File: src/design/assert_macros.svh
// ----------------------------------------------------------------------------
// Assertion macros
// Shared concurrent assertion helpers for the page frame allocator.
// ----------------------------------------------------------------------------
`ifndef ASSERT_MACROS_SVH
`define ASSERT_MACROS_SVH

// Plain implication or property, checked at every rising clock edge outside reset.
`define BPFA_ASSERT(lbl, clk, rst, prop, msg) \
   lbl: assert property (@(posedge clk) disable iff (rst) (prop)) else $error(msg);

// Condition a is followed by condition b in the next cycle.
`define BPFA_ASSERT_NEXT(lbl, clk, rst, a, b, msg) \
   lbl: assert property (@(posedge clk) disable iff (rst) (a) |=> (b)) else $error(msg);

`endif

File: src/design/bpfa_pkg.sv
// ----------------------------------------------------------------------------
// bpfa_pkg
// Constants, codes and control types of the bitmap page frame allocator.
// ----------------------------------------------------------------------------
package bpfa_pkg;

   localparam int PAGE_SHIFT = 12;
   localparam int MAX_PAGES  = 4096;
   localparam int WORD_BITS  = 64;
   localparam int MAP_WORDS  = MAX_PAGES / WORD_BITS;
   localparam int WORD_AW    = $clog2(MAP_WORDS);
   localparam int BIT_AW     = $clog2(WORD_BITS);
   localparam int PAGE_W     = $clog2(MAX_PAGES) + 1;

   localparam int ADDR_W     = 48;
   localparam int BSIZE_W    = 25;
   localparam int CSR_DATA_W = 48;

   localparam logic [1:0] CMD_ALLOC   = 2'd0;
   localparam logic [1:0] CMD_FREE    = 2'd1;
   localparam logic [1:0] CMD_RESERVE = 2'd2;

   localparam logic [1:0] STS_OK       = 2'd0;
   localparam logic [1:0] STS_FULL     = 2'd1;
   localparam logic [1:0] STS_OOB      = 2'd2;
   localparam logic [1:0] STS_NOT_USED = 2'd3;

   localparam logic CSR_AREA_BASE  = 1'b0;
   localparam logic CSR_AREA_PAGES = 1'b1;

   typedef struct packed {
      logic load;
      logic prep1;
      logic prep2;
      logic rd;
      logic scan_ex;
      logic sweep_ex;
      logic rsp_load;
   } ctl_type;

   typedef struct packed {
      logic skip;
      logic is_alloc;
      logic found;
      logic scan_end;
      logic check_mode;
      logic check_fail;
      logic sweep_last;
   } sts_type;

endpackage

File: src/design/bpfa_ctrl.sv
// ----------------------------------------------------------------------------
// bpfa_ctrl
// Controller: sequences preparation, scan and sweep, and owns the handshakes.
// ----------------------------------------------------------------------------
`include "assert_macros.svh"

module bpfa_ctrl (
   input  logic              clock,
   input  logic              reset,
   input  logic              req_valid,
   output logic              req_stall,
   output logic              rsp_valid,
   input  logic              rsp_stall,
   output bpfa_pkg::ctl_type ctl,
   input  bpfa_pkg::sts_type sts
);
   import bpfa_pkg::*;

   localparam logic [2:0] ST_IDLE    = 3'd0;
   localparam logic [2:0] ST_PREP1   = 3'd1;
   localparam logic [2:0] ST_PREP2   = 3'd2;
   localparam logic [2:0] ST_SCAN_RD = 3'd3;
   localparam logic [2:0] ST_SCAN_EX = 3'd4;
   localparam logic [2:0] ST_SWP_RD  = 3'd5;
   localparam logic [2:0] ST_SWP_EX  = 3'd6;
   localparam logic [2:0] ST_RESP    = 3'd7;

   logic [2:0] state_ff;
   logic [2:0] state_in;
   logic       rsp_valid_ff;
   logic       rsp_valid_in;
   logic       out_free;

   assign req_stall = (state_ff != ST_IDLE);
   assign rsp_valid = rsp_valid_ff;
   assign out_free  = !rsp_valid_ff || !rsp_stall;

   always_comb begin
      ctl          = '0;
      state_in     = state_ff;
      rsp_valid_in = rsp_valid_ff && rsp_stall;
      case (state_ff)
         ST_IDLE: begin
            if (req_valid) begin
               ctl.load = 1'b1;
               state_in = ST_PREP1;
            end
         end
         ST_PREP1: begin
            ctl.prep1 = 1'b1;
            state_in  = ST_PREP2;
         end
         ST_PREP2: begin
            ctl.prep2 = 1'b1;
            if (sts.skip) begin
               state_in = ST_RESP;
            end else if (sts.is_alloc) begin
               state_in = ST_SCAN_RD;
            end else begin
               state_in = ST_SWP_RD;
            end
         end
         ST_SCAN_RD: begin
            ctl.rd   = 1'b1;
            state_in = ST_SCAN_EX;
         end
         ST_SCAN_EX: begin
            ctl.scan_ex = 1'b1;
            if (sts.found) begin
               state_in = ST_SWP_RD;
            end else if (sts.scan_end) begin
               state_in = ST_RESP;
            end else begin
               state_in = ST_SCAN_RD;
            end
         end
         ST_SWP_RD: begin
            ctl.rd   = 1'b1;
            state_in = ST_SWP_EX;
         end
         ST_SWP_EX: begin
            ctl.sweep_ex = 1'b1;
            if (sts.check_fail) begin
               state_in = ST_RESP;
            end else if (sts.sweep_last && !sts.check_mode) begin
               state_in = ST_RESP;
            end else begin
               state_in = ST_SWP_RD;
            end
         end
         ST_RESP: begin
            if (out_free) begin
               ctl.rsp_load = 1'b1;
               rsp_valid_in = 1'b1;
               state_in     = ST_IDLE;
            end
         end
         default: begin
            state_in = ST_IDLE;
         end
      endcase
   end

   always_ff @(posedge clock) begin
      if (reset) begin
         state_ff     <= ST_IDLE;
         rsp_valid_ff <= 1'b0;
      end else begin
         state_ff     <= state_in;
         rsp_valid_ff <= rsp_valid_in;
      end
   end

   `BPFA_ASSERT_NEXT(a_fail_responds, clock, reset, state_ff == ST_SWP_EX && sts.check_fail, state_ff == ST_RESP, "failed check did not end the request")
   `BPFA_ASSERT_NEXT(a_found_marks, clock, reset, state_ff == ST_SCAN_EX && sts.found, state_ff == ST_SWP_RD, "found block was not marked")
   `BPFA_ASSERT(a_rsp_from_resp, clock, reset, $rose(rsp_valid_ff) |-> $past(state_ff) == ST_RESP, "response raised outside the response state")

endmodule

File: config.mk
export PLATFORM = sky130hd
export DESIGN_NAME = bpfa_ctrl
export DESIGN_NICKNAME = d
export VERILOG_FILES = /design/src/design/bpfa_pkg.sv /design/src/design/bpfa_ctrl.sv
export VERILOG_INCLUDE_DIRS = /design/src /design/src/design
export SDC_FILE = /design/constraint.sdc
export NUM_CORES = 1
export LEC_CHECK = 0
export BUFFER_PORTS_ARGS = -buffer_cell sky130_fd_sc_hd__buf_2
export CAP_MARGIN = 0
export CORE_AREA = 2 2 39 41
export CTS_BUF_LIST = sky130_fd_sc_hd__clkbuf_4 sky130_fd_sc_hd__clkbuf_8
export DETAILED_ROUTE_END_ITERATION = 10
export DIE_AREA = 0 0 41 43
export MAX_ROUTING_LAYER = met4
export PLACE_DENSITY_LB_ADDON = 0.15
export SYNTH_ARGS = -nofsm -noshare
export SYNTH_HDL_FRONTEND = slang
export SYNTH_SLANG_ARGS = --single-unit
File: constraint.sdc
create_clock -name clock -period 1 [get_ports clock]
set_input_delay 0.05 -clock clock [delete_from_list [all_inputs] [get_ports clock]]
set_output_delay 0.05 -clock clock [all_outputs]
set_load 0.05 [all_outputs]
## Yosys cells after proc, flatten, opt, wreduce, memory -nomap -nowiden

Index checks and enable logic that the tools add are counted.

- Output and inout bits: 9
- RAM bits: 0
- Memories kept: 0
- Bits in registers: 4
- Memory bits (read-only): 0
- Bits in latches: 0

- Shift-type cells: 0
- Reductions and logical operators: 10
- $add $sub $neg: 0
- $mul: 0
- Eq/ne operators: 9
- Bitwise operators: 0
- Mux-type cells: 20
- Div/mod/pow operators: 0
- $lt $le $gt $ge: 0

Operators by type and width:

| operator | number |
|---|---|
| $pmux W3 S8 | 1 |
| $mux W3 | 7 |
| $eq A3 B3 Y1 const B | 4 |
| $mux W1 | 11 |
| $eq A3 B2 Y1 const B | 2 |
| $ne A2 B2 Y1 const B | 2 |
| $eq A3 B1 Y1 const B | 1 |
| $logic_not A1 Y1 | 3 |
| $logic_not A3 Y1 | 1 |
| $reduce_bool A3 Y1 | 1 |
| $logic_and A1 B1 Y1 | 2 |
| $mux W2 | 1 |
| $reduce_and A2 Y1 | 1 |
| $reduce_or A2 Y1 | 1 |
| $logic_or A1 B1 Y1 | 1 |

## Depth between registers and ports, before layout

Gate-level depths: netlist of the first run.

- Depth in word-level cells: 5
- Mapped depth: 4
- Gate-level depth less buffers: 3

## Worst setup path after synthesis of the first run

No wires, ideal clock.

- Path kind: register to output
- From: reg state_ff[1]
- To: out ctl[6] (netlist bit)
- Arrival time: 1.777 ns
- Path slack: -0.827 ns
- Data required time: 0.950 ns
- Stages on the path, launching flop included: 4
- Cell sequence: dfxtp_1 buf_2 or3_1 nor2_1

RTL lines:

| what | RTL line | source |
|---|---|---|
| start: declaration | bpfa_ctrl.sv:28 | `logic [2:0] state_ff;` |
| start signal: assignment | bpfa_ctrl.sv:109 | `state_ff <= state_in;` |
| end: declaration | bpfa_ctrl.sv:14 | `output bpfa_pkg::ctl_type ctl,` |

==> out/metrics.cfg, run 1 <==
[run_status]
status = finished with violations
violations = setup timing

[sta]
worst_pin_slew_ns = 0.255
period_share = 1.28
min_period_ns = 1.28
max_slew_margin = 0.831
setup_slack_ns = -0.279
final_max_slew_viol_count = 0
timing.hold.ws_ns = 0.0301
fin_skew_ns = 0.00431
rsz0062_at_grt = true
max_freq_mhz = 782
setup_violations = 11
hold_violations = 0

[synthesis]
yosysWarningCount = 0
syn_nets = 48
yosysSeqAreaShare = 0.276
synth_cell_types = 20
ys_async_sr_fraction = 0
ys.flop_type = dfxtp_1
synth-seq-cells = 4
synth_edf_count = 0
synth_cells = 37
syn_avg_cell_area_um2 = 7.85
synth_area_um2 = 290

[clock_tree]
cts_tree = done
root_buffer = clkbuf_4
cts.clk_slew.worst_paths_ns = 0.04
htree_levels = 1
ctsHoldBuffers = 0
clock_sinks = 4
cts_made_buffers = 3
cts_buffer_depth = 2
clock_latency_ns = 0.24

[power]
switching_share = 0.393
leakage_nw = 0.307
cell_internal_pwr_w = 0.000578
pwr-share-clk = 0.219
power_w = 0.000952
seqPwrFrac = 0.212
vdd_drop_max_mv = 0.593
p_comb_frac = 0.569
power.density_mw_per_mm2 = 1330
p_sw_w = 0.000374

[grt]
grt_start_max_net_pins = 8
grt_pass1_vias = 375
grtUsageTotal = 0.139
antenna_found_initial = 0
overflow = 0
grt_pass1_wl_um = 1590
grt-busiest-layer = met2
grt.met1_usage = 0.174
met3_usage = 0.0314
grtUsageMet2 = 0.197

[job]
max_cap_viol_count = 0

[worst_setup_path]
criticalPathCategory = flip-flop to primary output
cp-startpoint = state_ff[0]$_SDFFE_PP0P_
arrival_ns = 1.23
endpoint_kind = primary output
start_kind = flip-flop
regToRegStartpoint = state_ff[0]$_SDFFE_PP0P_
crit_required_ns = 0.95
r2r_slack_ns = -0.14
cp_max_fo = 7

[drt]
wl_per_cell_um = 10.9
drc = 0
vias = 397
drtPass1Iterations = 4
dr.first_iter.drc_count = 5
viasPerCell = 4.56
antenna_left = 0
drt-total-wl_um = 945

[die]
die_h_um = 43
io_pins = 20
core_mm2 = 0.00138
start_util = 0.210
die_area_mm2 = 0.00176
row_count = 14
die_w_um = 41

[layout]
syn2layout_area_growth_pct = 146
fill_cells = 134
layout-drive-gt1-share = 0.775
nNetsFinal = 84
antenna_cells = 0

[place]
globalplace.congestion = 0.711
portBuffers = 19
place_hpwl_um = 663

[hold_path]
hold_path.class = input pin to flip-flop
min-delay-start = reset

==> final timing paths <==
path | endpoint | depth (start not counted)
min | rsp_valid$_SDFF_PP0_ | 2
max reg2reg | state_ff[1]$_SDFFE_PP0P_ | 5
min reg2reg | rsp_valid$_SDFF_PP0_ | 2
max | ctl[6] | 3
==> worst max-delay path, stage by stage, from the launching register on <==
cell and delay [ns]:
dfxtp_4 0.35, or3_4 0.40, nor2_4 0.10, buf_8 0.15
==> synthesized netlist by cell type, types with 2 or more instances <==
cell type	n	area (um2)
nor4_1	2	12.5
and3_1	2	12.5
o21ai_0	5	25.0
inv_1	2	7.51
dfxtp_1	4	80.1
nor2_1	4	15.0
buf_6	2	22.5
a21oi_1	4	20.0
==> placed cells by master (no fill, tap or decap) <==
cell type,instances
o21ai_0,2
buf_6,9
nor2_1,1
dfxtp_4,3
inv_1,1
and3_4,1
o21ai_2,1
nor2_4,3
nor3b_2,1
buf_8,5
xnor2_4,1
a41oi_1,1
or2b_1,1
nor3b_4,1
o21ai_1,2
a21oi_4,1
inv_2,1
and3b_2,1
nand3_4,1
nor2b_1,1
or3b_1,1
or3_4,1
a21oi_1,3
dfxtp_2,1
and3_1,1
buf_2,12
buf_4,8
nor4_4,1
nor4_1,1
nand2_1,1
clkbuf_4,3
==> metal layers <==
layer / wire length [um] / part of all wire / vias up
li1: - / - / 202
met1: 414 / 0.44 / 184
met2: 493 / 0.52 / 11
met3: 37 / 0.039 / 0
met4: 0 / 0 / 0
met5: 0 / 0 / -
==> state kept, by name, indices dropped and copies added (netlist names) <==
register and cells:
rsp_valid 1, state_ff 3
==> through the flow <==
stage	util	worst slack, ns	std cells	instance area (um2)	TNS (ns)
floorplan	-	-0.288	37	339	-0.954
global placement	0.355	-0.153	78	492	-0.762
detailed placement	0.355	-0.161	78	492	-0.796
CTS	0.505	-0.277	87	699	-1.78
global route	0.516	-0.334	87	714	-2.30
finish	0.516	-0.279	87	714	-1.75
==> cell families (layout without fill, tap and decap cells) <==
group,Yosys count,after routing,share of synthesized area
simple gates,17,17,0.388
compound gates,10,10,0.185
buf+inv,5,39,0.121
flops,4,4,0.276
xor+xnor,1,1,0.0302
==> what timing repair did <==
action                     in CTS  in global routing
resized for setup              38                  5
setup buffers                   6                  0
pin swaps                      10                  3
setup endpoints to repair      11                 11
==> layout make-up <==
class	instances	area, um2	area share
inverter	2	7.51	0.0105
timing repair buffer	34	297	0.415
sequential	4	92.6	0.130
tap	16	20.0	0.0280
multi-input combinational	28	275	0.385
clock buffer	3	22.5	0.0315
==> power by group through the flow <==
stage	logic, W	clock network [W]	registers [W]
3_5_place_dp	0.000369	0	0.000201
6_report	0.000541	0.000209	0.000202
5_1_grt	0.000573	0.000230	0.000206
2_1_floorplan	0.000288	0	0.000185
3_3_place_gp	0.000368	0	0.000201
4_1_cts	0.000522	0.000211	0.000200
Note: power is estimated with default switching activity, not from simulation.
==> inputs of run 2 (changes only) <==
--- a/config.mk
+++ b/config.mk
@@ -14,6 +14,7 @@
 export DIE_AREA = 0 0 41 43
 export MAX_ROUTING_LAYER = met4
 export PLACE_DENSITY_LB_ADDON = 0.15
+export RECOVER_POWER = 100
 export SYNTH_ARGS = -nofsm -noshare
 export SYNTH_HDL_FRONTEND = slang
 export SYNTH_SLANG_ARGS = --single-unit
==> out/metrics.cfg, run 2 (synthesis gave the netlist of run 1 again) <==
[layout]
largest-register = state_ff
antenna_cells = 0  ; unchanged
nNetsFinal = 84  ; unchanged
largest_reg_flops = 3  ; unchanged
fin_util = 0.516  ; unchanged
layout_common_cells = buf_2, buf_6, buf_4
layout-drive-gt1-share = 0.775  ; unchanged
final_common_cell = buf_2
fill_cells = 134  ; unchanged
syn2layout_area_growth_pct = 146  ; unchanged

[die]
die_w_um = 41  ; unchanged
core_mm2 = 0.00138  ; unchanged
io_pins = 20  ; unchanged
die_h_um = 43  ; unchanged
row_count = 14  ; unchanged
start_util = 0.210  ; unchanged
die_area_mm2 = 0.00176  ; unchanged

[drt]
drt-total-wl_um = 946  ; +0.11%
vias = 397  ; unchanged
viasPerCell = 4.56  ; unchanged
drtPass1Iterations = 4  ; unchanged
dr.first_iter.drc_count = 5  ; unchanged
wl_per_cell_um = 10.9  ; +0.11%
drc = 0  ; unchanged
antenna_left = 0  ; unchanged

[sta]
hold_violations = 0  ; unchanged
period_share = 1.28  ; about the same
fin_skew_ns = 0.00431  ; +0.00000491 ns
setup_violations = 11  ; unchanged
min_period_ns = 1.28  ; -0.0000230 ns
setup_slack_ns = -0.279  ; +0.0000230 ns
worst_pin_slew_ns = 0.284  ; +0.0292 ns
max_slew_margin = 0.811  ; -0.0198
max_freq_mhz = 782  ; about the same
rsz0062_at_grt = true
final_max_slew_viol_count = 0  ; unchanged

[power]
vdd_drop_max_mv = 0.593  ; about the same
pwr-share-clk = 0.219  ; about the same
power.density_mw_per_mm2 = 1330  ; about the same
switching_share = 0.393  ; about the same
p_sw_w = 0.000374  ; about the same
seqPwrFrac = 0.212  ; about the same
cell_internal_pwr_w = 0.000578  ; about the same
p_comb_frac = 0.569  ; about the same
leakage_nw = 0.306  ; -0.31%

[grt]
grt_pass1_vias = 375  ; unchanged
grt_start_max_net_pins = 8  ; unchanged
antenna_found_initial = 0  ; unchanged
overflow = 0  ; unchanged
grtUsageTotal = 0.139  ; unchanged
grt_pass1_wl_um = 1590  ; unchanged

[clock_tree]
cts_made_buffers = 3  ; unchanged
root_buffer = clkbuf_4
clock_latency_ns = 0.24  ; about the same
htree_levels = 1  ; unchanged
ctsHoldBuffers = 0  ; unchanged
clock_sinks = 4  ; unchanged
cts_buffer_depth = 2  ; unchanged
cts.clk_slew.worst_paths_ns = 0.04  ; about the same
cts_tree = done

[job]
max_cap_viol_count = 0  ; unchanged

[place]
portBuffers = 19  ; unchanged
dp_slack_ns = -0.161  ; unchanged
place_hpwl_um = 663  ; unchanged
globalplace.congestion = 0.711  ; unchanged

[worst_setup_path]
crit_required_ns = 0.95  ; about the same
start_kind = flip-flop
cp_max_fo = 7  ; unchanged
arrival_ns = 1.23  ; about the same
endpoint_kind = primary output
criticalPathCategory = flip-flop to primary output

[run_status]
status = finished with violations
violations = setup timing

[hold_path]
hold_path.class = input pin to flip-flop

[run 2: cell count changes in the layout (fill, tap and decap cells not counted)]
cell | before | now
buf_2 | 12 | 11
clkbuf_2 | 0 | 1
[run 2: worst paths after layout]
path | from | cells after the start | slack, ns | end
setup reg to reg | state_ff[0]$_SDFFE_PP0P_ | 5 | -0.14 | state_ff[1]$_SDFFE_PP0P_
setup / recovery | state_ff[0]$_SDFFE_PP0P_ | 3 | -0.28 | ctl[6]
hold / removal | reset | 2 | 0.03 | rsp_valid$_SDFF_PP0_
hold reg to reg | rsp_valid$_SDFF_PP0_ | 2 | 0.51 | rsp_valid$_SDFF_PP0_
[run 2: cell type report]
class / count / area (um2) / area share
Timing Repair Buffer: 34 / 297 / 0.415
Multi-Input combinational cell: 28 / 275 / 0.385
Sequential cell: 4 / 92.6 / 0.130
Clock buffer: 3 / 22.5 / 0.0315
Tap cell: 16 / 20.0 / 0.0280
Inverter: 2 / 7.51 / 0.0105
[run 2: metal layers]
metal / track usage / wire (um)
met5: - / 0
met2: 0.197 / 493
met3: 0.0314 / 37
met1: 0.174 / 415
met4: 0.0800 / 0
[run 2: critical path, stage by stage, from the launching register on]
cell	delay (ns)
dfxtp_4	0.35
or3_4	0.40
nor2_4	0.10
buf_8	0.15
[run 2: metrics by stage]
stage	cell area (um2)	hold WS, ns	power, W	TNS [ns]	std cells
global route	714	0.0292	0.00101	-2.30	87
finish	714	0.0301	0.000952	-1.75	87
CTS	699	0.0209	0.000933	-1.78	87
detailed placement	492	0.274	0.000570	-0.796	78
global placement	492	0.269	0.000569	-0.762	78
floorplan	339	0.112	0.000473	-0.954	37
[run 2: repair_timing]
action / in CTS / in global routing
setup endpoints to repair: 11 / 11
setup buffers: 6 / 0
pin swaps: 10 / 3
gates resized for setup: 38 / 5
[run 2: power groups by stage]
stage / combinational (W) / clock, W / sequential (W)
2_1_floorplan: 0.000288 / 0 / 0.000185
3_3_place_gp: 0.000368 / 0 / 0.000201
3_5_place_dp: 0.000369 / 0 / 0.000201
4_1_cts: 0.000522 / 0.000211 / 0.000200
5_1_grt: 0.000573 / 0.000230 / 0.000206
6_report: 0.000541 / 0.000209 / 0.000202
